$ cat config.mk
export PLATFORM = sky130hd
export DESIGN_NAME = unordered_list_engine
export DESIGN_NICKNAME = d
export VERILOG_FILES = /design/src/rtl/core/ule_pkg.sv /design/src/rtl/core/unordered_list_engine.sv /design/src/rtl/core/ule_ram.sv
export SDC_FILE = /design/constraint.sdc
export NUM_CORES = 2
export LEC_CHECK = 0
export ABC_AREA = 1
export BUFFER_PORTS_ARGS = -buffer_cell sky130_fd_sc_hd__buf_2
export CAP_MARGIN = 20
export CORE_MARGIN = 1
export CORE_UTILIZATION = 55
export CTS_CLUSTER_SIZE = 12
export DETAILED_ROUTE_END_ITERATION = 8
export MAX_ROUTING_LAYER = met4
export PLACE_DENSITY = 0.67
export SYNTH_ARGS = -nofsm -noshare
export SYNTH_HDL_FRONTEND = slang
export SYNTH_HIERARCHICAL = 1
export SYNTH_SLANG_ARGS = --single-unit
$ cat constraint.sdc
create_clock -name i_clk -period 7.1 [get_ports i_clk]
set_clock_uncertainty 0.15 [all_clocks]
set_input_delay 1.065 -clock i_clk [delete_from_list [all_inputs] [get_ports i_clk]]
set_output_delay 1.065 -clock i_clk [all_outputs]
set_load 0.03 [all_outputs]
$ cat src/rtl/core/ule_pkg.sv
// Shared types and codes for the unordered list engine.
`timescale 1ns / 1ps

package ule_pkg;

    localparam int DATA_W = 32;

    typedef logic signed [DATA_W-1:0] t_data;

    // request modes
    localparam logic [2:0] MODE_APPEND     = 3'd0;
    localparam logic [2:0] MODE_REMOVE     = 3'd1;
    localparam logic [2:0] MODE_SEARCH     = 3'd2;
    localparam logic [2:0] MODE_READ_INDEX = 3'd3;
    localparam logic [2:0] MODE_CLEAR      = 3'd4;
    localparam logic [2:0] MODE_FIRST      = 3'd5;
    localparam logic [2:0] MODE_LAST       = 3'd6;
    localparam logic [2:0] MODE_READ_NEXT  = 3'd7;

    // result status codes
    localparam logic [1:0] ST_OK        = 2'd0;
    localparam logic [1:0] ST_FULL      = 2'd1;
    localparam logic [1:0] ST_NOT_FOUND = 2'd2;
    localparam logic [1:0] ST_BAD_INDEX = 2'd3;

    localparam t_data FAIL_DATA = '1;

endpackage

$ cat src/rtl/core/unordered_list_engine.sv
// Unordered list engine: fixed-capacity list of signed values in one memory.
//
// A request is taken when i_start is high and o_busy is low; its single result
// appears for one cycle with o_done high and cannot be held off. Append, clear
// and both cursor moves answer in the cycle after the request is taken. Read
// index and read next pass through the read state because of the memory's
// registered read, or answer straight from idle when the index or cursor is
// out of range. Search and remove walk the entries through the single read
// port, one entry a cycle: search stops at the first match, remove always
// walks to the last entry because it moves every later entry down one place
// as it goes, using the write port behind the read. A request on an empty list
// never enters the read or scan state. No clearing pass is needed after reset.
`timescale 1ns / 1ps

module unordered_list_engine #(
    parameter int CAPACITY = 64
) (
    input  logic                 i_clk,
    input  logic                 i_rst_n,
    input  logic                 i_start,
    output logic                 o_busy,
    input  logic [2:0]           i_mode,
    input  ule_pkg::t_data       i_item_value,
    input  logic [15:0]          i_read_index,
    output logic                 o_done,
    output logic [1:0]           o_status,
    output ule_pkg::t_data       o_data_out,
    output logic                 o_found,
    output logic [5:0]           o_position,
    output logic [6:0]           o_count,
    output logic                 o_empty_flag,
    output logic                 o_full_flag
);

    localparam int AW = $clog2(CAPACITY);
    localparam int CW = $clog2(CAPACITY + 1);

    localparam logic [1:0] S_IDLE = 2'd0;
    localparam logic [1:0] S_READ = 2'd1;
    localparam logic [1:0] S_SCAN = 2'd2;

    localparam logic [CW-1:0] CNT_MAX = CW'(CAPACITY);
    localparam logic [CW-1:0] CNT_ONE = CW'(1);
    localparam logic [AW-1:0] ADR_ONE = AW'(1);

    logic [1:0]      r_state,  n_state;
    logic [CW-1:0]   r_count,  n_count;
    logic [CW-1:0]   r_cursor, n_cursor;
    logic [AW-1:0]   r_chk,    n_chk;
    logic            r_done,   n_done;
    logic [2:0]      r_mode,   n_mode;
    ule_pkg::t_data  r_value,  n_value;
    logic [1:0]      r_status, n_status;
    ule_pkg::t_data  r_data,   n_data;
    logic            r_found,  n_found;
    logic [AW-1:0]   r_pos,    n_pos;

    logic            w_we;
    logic [AW-1:0]   w_waddr;
    ule_pkg::t_data  w_wdata;
    logic            w_re;
    logic [AW-1:0]   w_raddr;
    ule_pkg::t_data  w_rdata;

    logic            w_idx_ok;
    logic            w_cur_ok;
    logic [CW-1:0]   w_cnt_m1;
    logic            w_last;
    logic            w_hit;
    logic            w_stop;
    logic [CW+6:0]   w_cnt_ext;
    logic [AW+5:0]   w_pos_ext;

    ule_ram #(
        .DEPTH (CAPACITY),
        .AW    (AW)
    ) u_ram (
        .i_clk   (i_clk),
        .i_we    (w_we),
        .i_waddr (w_waddr),
        .i_wdata (w_wdata),
        .i_re    (w_re),
        .i_raddr (w_raddr),
        .o_rdata (w_rdata)
    );

    assign w_idx_ok = i_read_index < 16'(r_count);
    assign w_cur_ok = r_cursor < r_count;
    assign w_cnt_m1 = r_count - CNT_ONE;
    assign w_last   = (r_chk == w_cnt_m1[AW-1:0]);
    assign w_hit    = (w_rdata == r_value);
    assign w_stop   = w_last || (!r_found && w_hit && (r_mode == ule_pkg::MODE_SEARCH));

    always_comb begin
        n_state  = r_state;
        n_count  = r_count;
        n_cursor = r_cursor;
        n_chk    = r_chk;
        n_done   = 1'b0;
        n_mode   = r_mode;
        n_value  = r_value;
        n_status = r_status;
        n_data   = r_data;
        n_found  = r_found;
        n_pos    = r_pos;
        w_we     = 1'b0;
        w_waddr  = r_count[AW-1:0];
        w_wdata  = i_item_value;
        w_re     = 1'b0;
        w_raddr  = '0;

        unique case (r_state)
            S_IDLE: begin
                if (i_start) begin
                    n_mode   = i_mode;
                    n_value  = i_item_value;
                    n_status = ule_pkg::ST_OK;
                    n_data   = '0;
                    n_found  = 1'b0;
                    n_pos    = '0;
                    unique case (i_mode)
                        ule_pkg::MODE_APPEND: begin
                            n_done = 1'b1;
                            if (r_count == CNT_MAX) begin
                                n_status = ule_pkg::ST_FULL;
                            end else begin
                                w_we    = 1'b1;
                                n_count = r_count + CNT_ONE;
                            end
                        end
                        ule_pkg::MODE_REMOVE, ule_pkg::MODE_SEARCH: begin
                            if (r_count == '0) begin
                                n_done   = 1'b1;
                                n_status = ule_pkg::ST_NOT_FOUND;
                            end else begin
                                w_re    = 1'b1;
                                n_chk   = '0;
                                n_state = S_SCAN;
                            end
                        end
                        ule_pkg::MODE_READ_INDEX: begin
                            if (w_idx_ok) begin
                                w_re    = 1'b1;
                                w_raddr = i_read_index[AW-1:0];
                                n_state = S_READ;
                            end else begin
                                n_done   = 1'b1;
                                n_status = ule_pkg::ST_BAD_INDEX;
                                n_data   = ule_pkg::FAIL_DATA;
                            end
                        end
                        ule_pkg::MODE_CLEAR: begin
                            n_done  = 1'b1;
                            n_count = '0;
                        end
                        ule_pkg::MODE_FIRST: begin
                            n_done   = 1'b1;
                            n_cursor = '0;
                        end
                        ule_pkg::MODE_LAST: begin
                            n_done   = 1'b1;
                            n_cursor = (r_count == '0) ? '0 : w_cnt_m1;
                        end
                        ule_pkg::MODE_READ_NEXT: begin
                            if (w_cur_ok) begin
                                w_re     = 1'b1;
                                w_raddr  = r_cursor[AW-1:0];
                                n_cursor = r_cursor + CNT_ONE;
                                n_state  = S_READ;
                            end else begin
                                n_done   = 1'b1;
                                n_status = ule_pkg::ST_BAD_INDEX;
                                n_data   = ule_pkg::FAIL_DATA;
                            end
                        end
                    endcase
                end
            end
            S_READ: begin
                n_data  = w_rdata;
                n_done  = 1'b1;
                n_state = S_IDLE;
            end
            S_SCAN: begin
                // first match records the position; after it, move entries down
                if (!r_found && w_hit) begin
                    n_found = 1'b1;
                    n_pos   = r_chk;
                end else if (r_found) begin
                    w_we    = 1'b1;
                    w_waddr = r_chk - ADR_ONE;
                    w_wdata = w_rdata;
                end
                if (w_stop) begin
                    n_done  = 1'b1;
                    n_state = S_IDLE;
                    if (!(r_found || w_hit)) begin
                        n_status = ule_pkg::ST_NOT_FOUND;
                    end else if (r_mode == ule_pkg::MODE_REMOVE) begin
                        n_count = w_cnt_m1;
                    end
                end else begin
                    w_re    = 1'b1;
                    w_raddr = r_chk + ADR_ONE;
                    n_chk   = r_chk + ADR_ONE;
                end
            end
            default: begin
                n_state = S_IDLE;
            end
        endcase
    end

    always_ff @(posedge i_clk) begin
        if (!i_rst_n) begin
            r_state  <= S_IDLE;
            r_count  <= '0;
            r_cursor <= '0;
            r_done   <= 1'b0;
        end else begin
            r_state  <= n_state;
            r_count  <= n_count;
            r_cursor <= n_cursor;
            r_done   <= n_done;
        end
    end

    always_ff @(posedge i_clk) begin
        r_chk    <= n_chk;
        r_mode   <= n_mode;
        r_value  <= n_value;
        r_status <= n_status;
        r_data   <= n_data;
        r_found  <= n_found;
        r_pos    <= n_pos;
    end

    assign w_cnt_ext = {7'd0, r_count};
    assign w_pos_ext = {6'd0, r_pos};

    assign o_busy       = (r_state != S_IDLE);
    assign o_done       = r_done;
    assign o_status     = r_status;
    assign o_data_out   = r_data;
    assign o_found      = r_found;
    assign o_position   = w_pos_ext[5:0];
    assign o_count      = w_cnt_ext[6:0];
    assign o_empty_flag = (r_count == '0);
    assign o_full_flag  = (r_count == CNT_MAX);

    a_done_idle: assert property (@(posedge i_clk) disable iff (!i_rst_n)
        o_done |-> !o_busy)
        else $error("result strobe while still busy");

    a_count_cap: assert property (@(posedge i_clk) disable iff (!i_rst_n)
        r_count <= CNT_MAX)
        else $error("entry count above capacity");

    a_read_done: assert property (@(posedge i_clk) disable iff (!i_rst_n)
        (r_state == S_READ) |=> o_done)
        else $error("read did not finish in one cycle");

    a_scan_range: assert property (@(posedge i_clk) disable iff (!i_rst_n)
        (r_state == S_SCAN) |-> (CW'(r_chk) < r_count))
        else $error("scan address beyond entry count");

endmodule

$ cat src/rtl/core/ule_ram.sv
// Entry store: one write port, one read port with registered read data.
`timescale 1ns / 1ps

module ule_ram #(
    parameter int DEPTH = 64,
    parameter int AW    = 6
) (
    input  logic                  i_clk,
    input  logic                  i_we,
    input  logic [AW-1:0]         i_waddr,
    input  ule_pkg::t_data        i_wdata,
    input  logic                  i_re,
    input  logic [AW-1:0]         i_raddr,
    output ule_pkg::t_data        o_rdata
);

    ule_pkg::t_data r_mem [DEPTH];
    ule_pkg::t_data r_rdata;

    always_ff @(posedge i_clk) begin
        if (i_we) begin
            r_mem[i_waddr] <= i_wdata;
        end
    end

    always_ff @(posedge i_clk) begin
        if (i_re) begin
            r_rdata <= r_mem[i_raddr];
        end
    end

    assign o_rdata = r_rdata;

endmodule
Word level (Yosys, flattened, before mapping)
Memories as Yosys holds them, arrays and structs flattened. A register that Yosys moved wholly into a read port is not among the register bits.
Index checks and enable logic that the tools add are counted.
{"block": "classes", "mux": 76, "n_eq_ne": 30, "addsub": 5, "reduce_logical": 22, "n_lt_le_gt_ge": 2}
{"cell": "two-way mux 32 bit", "n": 6}
{"cell": "case mux 32 bit (2 select lines)", "n": 2}
{"cell": "two-way mux 6 bit", "n": 13}
{"cell": "two-way mux 7 bit", "n": 7}
{"cell": "case mux 6 bit (2 select lines)", "n": 4}
{"cell": "== test 32 bit", "n": 1}
{"cell": "case mux 7 bit (2 select lines)", "n": 2}
{"cell": "two-way mux 2 bit", "n": 11}
{"cell": "case mux 7 bit (3 select lines)", "n": 1}
{"cell": "two-way mux 1 bit", "n": 20}
{"cell": "!= test 2 bit, second input constant", "n": 9}
{"cell": "< comparator 16 x 7 -> 1 bit", "n": 1}
{"cell": "adder 7 x 1 -> 7 bit, second input constant", "n": 2}
{"cell": "== test 3 bit, second input constant", "n": 4}
{"cell": "!= test 3 bit, second input constant", "n": 4}
{"cell": "== test 3 x 2 -> 1 bit, second input constant", "n": 3}
{"cell": "case mux 2 bit (2 select lines)", "n": 2}
{"cell": "case mux 2 bit (4 select lines)", "n": 1}
{"cell": "AND reduction 4 bit", "n": 2}
{"cell": "== test 7 bit, second input constant", "n": 1}
{"cell": "logical NOT 7 bit", "n": 1}
{"cell": "< comparator 7 bit", "n": 1}
{"cell": "AND reduction 7 bit", "n": 1}
{"cell": "subtractor 7 x 1 -> 7 bit, second input constant", "n": 1}
{"cell": "26 further kinds", "n": 35}
{"block": "totals", "reg_bits": 99, "ram_bits": 2048, "elab_cells": 147, "inputBits": 54, "mem_count": 1, "output_inout_bits": 52}
{"memory": "u_ram.r_mem", "words": 64, "word_bits": 32, "rd": 1, "rd_ports_with_merged_regs": 1, "wr": 1, "line_no": "ule_ram.sv:17", "text": "ule_pkg::t_data r_mem [DEPTH];"}

Longest topological paths before layout
{"block": "logic_depth", "ltp_word": 7, "ltp_mapped": 27, "ltp_nobuf": 23}

Cells and area by module
The synthesis kept the hierarchy.
{"module": "ule_ram", "instances": 1, "seq_area_each_um2": 62459.9, "area_each_um2": 83106.0, "cells_per_inst": 6785}
{"module": "unordered_list_engine", "instances": 1, "seq_area_each_um2": 2802.7, "area_each_um2": 5725.5, "cells_per_inst": 692}

Worst setup path before layout
OpenSTA, ideal clock, no wires.
{"block": "synth_timing", "path_type": "input to register", "startpoint": "in i_start", "endpoint": "mem u_ram/r_mem[48][0] in the netlist's numbering, enable pin", "t_required_ns": 6.489, "arrival_ns": 5.103, "setup_time_ns": 0.461, "n_path_buf": 1, "slack_ns": 1.386, "path_stages": 7, "path_cell_list": "inv_1 > nor2_2 > nand2_1 > o21ai_0 > clkbuf_1 > inv_1 > nor3_1"}
{"block": "synth_between", "elab_chain_cells": 4}
{"item": "start, declared", "line_no": "unordered_list_engine.sv:20", "text": "input logic i_start,"}
{"item": "two-way mux 1 bit", "line_no": "unordered_list_engine.sv:114", "text": "if (i_start) begin"}
{"item": "case mux 1 bit (2 select lines)", "line_no": "unordered_list_engine.sv:112", "text": "unique case (r_state)"}
{"item": "net w_we", "line_no": "unordered_list_engine.sv:58", "text": "logic w_we;"}
{"item": "two-way mux 1 bit", "line_no": "ule_ram.sv:21", "text": "if (i_we) begin"}
{"item": "two-way mux 1 bit (not written as such)", "line_no": "ule_ram.sv:22", "text": "r_mem[i_waddr] <= i_wdata;"}
{"item": "end, declared", "line_no": "ule_ram.sv:17"}
The timed path passes the listed nets, and every way through them passes these cells.

Final worst setup path
{"block": "layout_timing", "startpoint": "reg r_count[0] (netlist: o_count[0])", "endpoint": "reg u_ram.r_rdata[26] (netlist: u_ram/o_rdata[26]) (read register of u_ram.r_mem), data pin"}
{"block": "layout_between", "elab_chain_cells": 5, "word_cells_on_any_way": 19, "classes_between": "add/sub: 1; order compare: 2; eq/ne: 1; mux: 13; reduce/logical: 2"}
{"item": "start, declared", "line_no": "unordered_list_engine.sv:47", "text": "logic [CW-1:0] r_count, n_count;"}
{"item": "start signal, assigned", "line_no": "unordered_list_engine.sv:222", "text": "r_count <= n_count;"}
{"item": "< comparator 16 x 7 -> 1 bit, or another cell as far along", "line_no": "unordered_list_engine.sv:87", "text": "assign w_idx_ok = i_read_index < 16'(r_count);"}
{"item": "two-way mux 6 bit, or another cell as far along", "line_no": "unordered_list_engine.sv:142", "text": "if (w_idx_ok) begin"}
{"item": "case mux 6 bit (2 select lines) / logical OR 1 bit (equally long branches)", "line_no": "unordered_list_engine.sv:121, unordered_list_engine.sv:92"}
{"item": "two-way mux 6 bit (on tied branches)", "line_no": "unordered_list_engine.sv:114, unordered_list_engine.sv:194"}
{"item": "case mux 6 bit (2 select lines) (*)", "line_no": "unordered_list_engine.sv:112"}
{"item": "net w_raddr[0]", "line_no": "unordered_list_engine.sv:62", "text": "logic [AW-1:0] w_raddr;"}
{"item": "end, declared", "line_no": "ule_ram.sv:18", "text": "ule_pkg::t_data r_rdata;"}
Mark *: on every way through the listed nets, which the timed path passes. The rest lies on a longest branch.
A chain may end at the register's enable or synchronous reset.

==> metrics.yaml <==
synthesis:
  synth_cell_types: 42
  netlist_area_um2: 88830
  yosysSeqAreaShare: 0.7347
  synthTopCellsByArea: "edfxtp_1, nand3_1, nand2_1, buf_2, nor2_1"
  synth-main-ff-cell: "edfxtp_1"
  synthArstFlopShare: 0
  postSynthCellCount: 7477
  syn-num-nets: 7548
  yosys.area.top_type: "edfxtp_1"
  synth_area_per_cell_um2: 11.88
  synth_edf_count: 2162
  synth_top_cell_area_share: 0.7308
  yosysWarnings: 6
  ys_ff_latch: 2179
clock_tree:
  numCtsBuffers: 213
  cts-root-buf: "clkbuf_16"
  clk-insertion-delay-late_ns: 0.86
  htree_levels: 4
  clkTransAtPathRegs_ns: 0.06
  hold_buffers: 0
  cts_tree: "yes"
  cts-resized-gates: 0
  clock-sinks: 2179
  postCtsSetupRepairBufs: 0
  clock_path_buffers: 3
worst_hold_path:
  hp-start: "i_item_value[13]"
  holdPathStages: 1
  hold_class: "input port to register"
  worstHoldEndpoint: "r_value[13]"
pwr:
  power.total_uw: 26940
  peakVddDrop_uv: 228.9
  p_per_area_nw_per_um2: 273.5
  p_leak_uw: 0.03474
drt:
  wire_per_inst_um: 26.02
  final_antenna_net_count: 0
  drt_iter0_drc: 9235
  vias_per_cell: 6.126
  drt_pre_antenna_iters: 6
  via_count: 60000
  drcViolationCount: 0
  wl_um: 254900
die:
  start_util: 0.5539
  placementRows: 147
  dieArea_um2: 163100
  ios: 106
  die_h_um: 403.9
  die_x_um: 403.9
  core_um2: 160400
run:
  maxCapViolCount: 0
timing:
  worst_pin_slew_ns: 1.287
  relSlewSlack: 0.1363
  max_freq_ghz: 0.1814
  tns_ns: 0
  min_period_over_period: 0.7763
  finalHoldViolCount: 0
  rsz0062_at_grt: "false"
  finalSetupViolCount: 0
  min_period_ns: 5.512
  slew_viol_final: 0
setup_path:
  path_cells: "inv_2 -> ha_1 -> xnor2_2 -> inv_2 -> nand2_1 -> nand2_1 -> nor2_1 -> nand2_1 -> nor2_2 -> nand2_2 -> nand2_1 -> inv_1 -> nand2_1 -> nand2_4 -> inv_16 -> buf_12 -> nand2_1 -> nand3_1 -> nand3_1 -> nand3_1 -> nand3_1 -> nand2_1 -> nand2_1 -> nand2_1"
  worstSetupPathType: "register to register"
  r2r-start: "o_count[0]"
  cp.required_ns: 7.66
  start_kind: "register"
  reg2regPathDepth: 24
  critPathMaxFanout: 179
  timing.rr.end: "u_ram/o_rdata[26]"
  arrival_ns: 6.07
  slowest_stage: "dfxtp_1"
  slowest_delay_ns: 0.56
  crit_top_cell: "nand2_1"
  r2r_setup_slack_ns: 1.59
  cp-end-kind: "register"
grt:
  antenna_found_initial: 5
  track_usage: 0.3183
  first_global_vias: 55490
  grt_max_degree: 180
  grtUsageMet3: 0.05948
  gr-usage-met1: 0.4485
  grt_pass1_wl_um: 369900
  grt.met2_usage: 0.4628
  grt_busiest_layer: "met2"
  grt.overflow.total: 0
placed_design:
  place_congestion: 0.8916
  port_buffers: 105
  place_hpwl_um: 134200
layout:
  nets: 7589
  final_cell_mix: "nand2_1, edfxtp_1, nand3_1, clkbuf_16, buf_4"
  drive_above_1_share: 0.08845
  fill_cells: 12300
  final_common_cell: "nand2_1"
  area_growth_pct: 10.90
run_status:
  outcome: "complete, no violations"
[state kept, by name, summed over array words and instances, names as in the netlist]
name and cells:
o_found 1, r_cursor 7, r_state 2, r_chk 6, u_ram/o_rdata 32, o_done 1, r_value 32, o_position 6
u_ram/r_mem 2048, r_mode 3, o_count 7, o_status 2, o_data_out 32
[critical path: cells and delay by family (launching register included)]
kind          cells  cell delay (ns)
simple gates     17             2.34
buf+inv           5             1.36
flops             1             0.56
fa+ha+maj         1             0.31
xor+xnor          1             0.27
[Yosys cell counts, drive strengths merged, types with 2 or more instances]
| master | n |
|---|---|
| a211oi | 2 |
| a21oi | 14 |
| a221oi | 3 |
| a22oi | 3 |
| buf | 372 |
| clkbuf | 92 |
| dfxtp | 17 |
| edfxtp | 2162 |
| ha | 17 |
| inv | 126 |
| nand2 | 2446 |
| nand3 | 1929 |
| nand4 | 10 |
| nor2 | 132 |
| nor3 | 15 |
| nor4 | 2 |
| o21ai | 84 |
| o22ai | 9 |
| o32ai | 2 |
| xnor2 | 23 |
| xor2 | 10 |
[worst max-delay path by stage]
stage,slack (ns),end,startpoint
2_1_floorplan,1.39,u_ram/r_mem[48][0],i_start
3_3_place_gp,1.56,u_ram/o_rdata[26],i_read_index[1]
3_5_place_dp,1.58,u_ram/o_rdata[26],i_read_index[5]
4_1_cts,1.74,u_ram/o_rdata[26],o_count[0]
5_1_grt,1.37,u_ram/o_rdata[26],o_count[0]
6_report,1.59,u_ram/o_rdata[26],o_count[0]
[report_power, final]
| group | internal (uW) | total [uW] | switching [uW] | leakage [uW] |
|---|---|---|---|---|
| registers | 14400 | 14500 | 82.6 | 0.0197 |
| logic | 518 | 2250 | 1730 | 0.0121 |
| clock network | 5520 | 10200 | 4700 | 0.00294 |
[logic make-up (layout without fill, tap and decap cells)]
logic type | after synthesis | after routing | share of synthesized area
and+or+nand+nor | 4537 | 4537 | 0.2202
DFF | 2179 | 2179 | 0.7347
buffers and inverters | 590 | 744 | 0.03168
AOI/OAI and AO/OA | 120 | 120 | 0.007352
xor gates and xnor gates | 34 | 34 | 0.003676
adders and majority gates | 17 | 17 | 0.002394
other | 0 | 3 | 0
[through the flow]
stage / util / setup WS, ns / cells / hold WS (ns) / area, um^2
2_1_floorplan: - / 1.386 / 7477 / 0.3037 / 88830
4_1_cts: 0.6141 / 1.742 / 9789 / 0.2094 / 98490
5_1_grt: 0.6142 / 1.375 / 9792 / 0.2304 / 98510
3_3_place_gp: 0.5761 / 1.561 / 9460 / 0.3285 / 92400
3_5_place_dp: 0.5762 / 1.575 / 9461 / 0.3396 / 92410
6_report: 0.6142 / 1.588 / 9794 / 0.2549 / 98510
[cell type report]
cell class / count / area (um^2) / share of cell area
clock buffer: 273 / 5555 / 0.05639
timing repair buffer: 290 / 2310 / 0.02345
tap: 2160 / 2703 / 0.02743
clock inverter: 55 / 524.3 / 0.005322
antenna: 3 / 7.507 / 0.00007621
inverter: 126 / 511.7 / 0.005195
multi-input combinational: 4708 / 21640 / 0.2197
sequential: 2179 / 65260 / 0.6625
[routing by layer]
layer  vias to the layer above  share of wire
li1                      26470              -
met1                     29300           0.39
met2                      3770           0.45
met3                       461           0.12
met4                         0          0.040
met5                         -              0
Power figures use the tool's default switching activity.
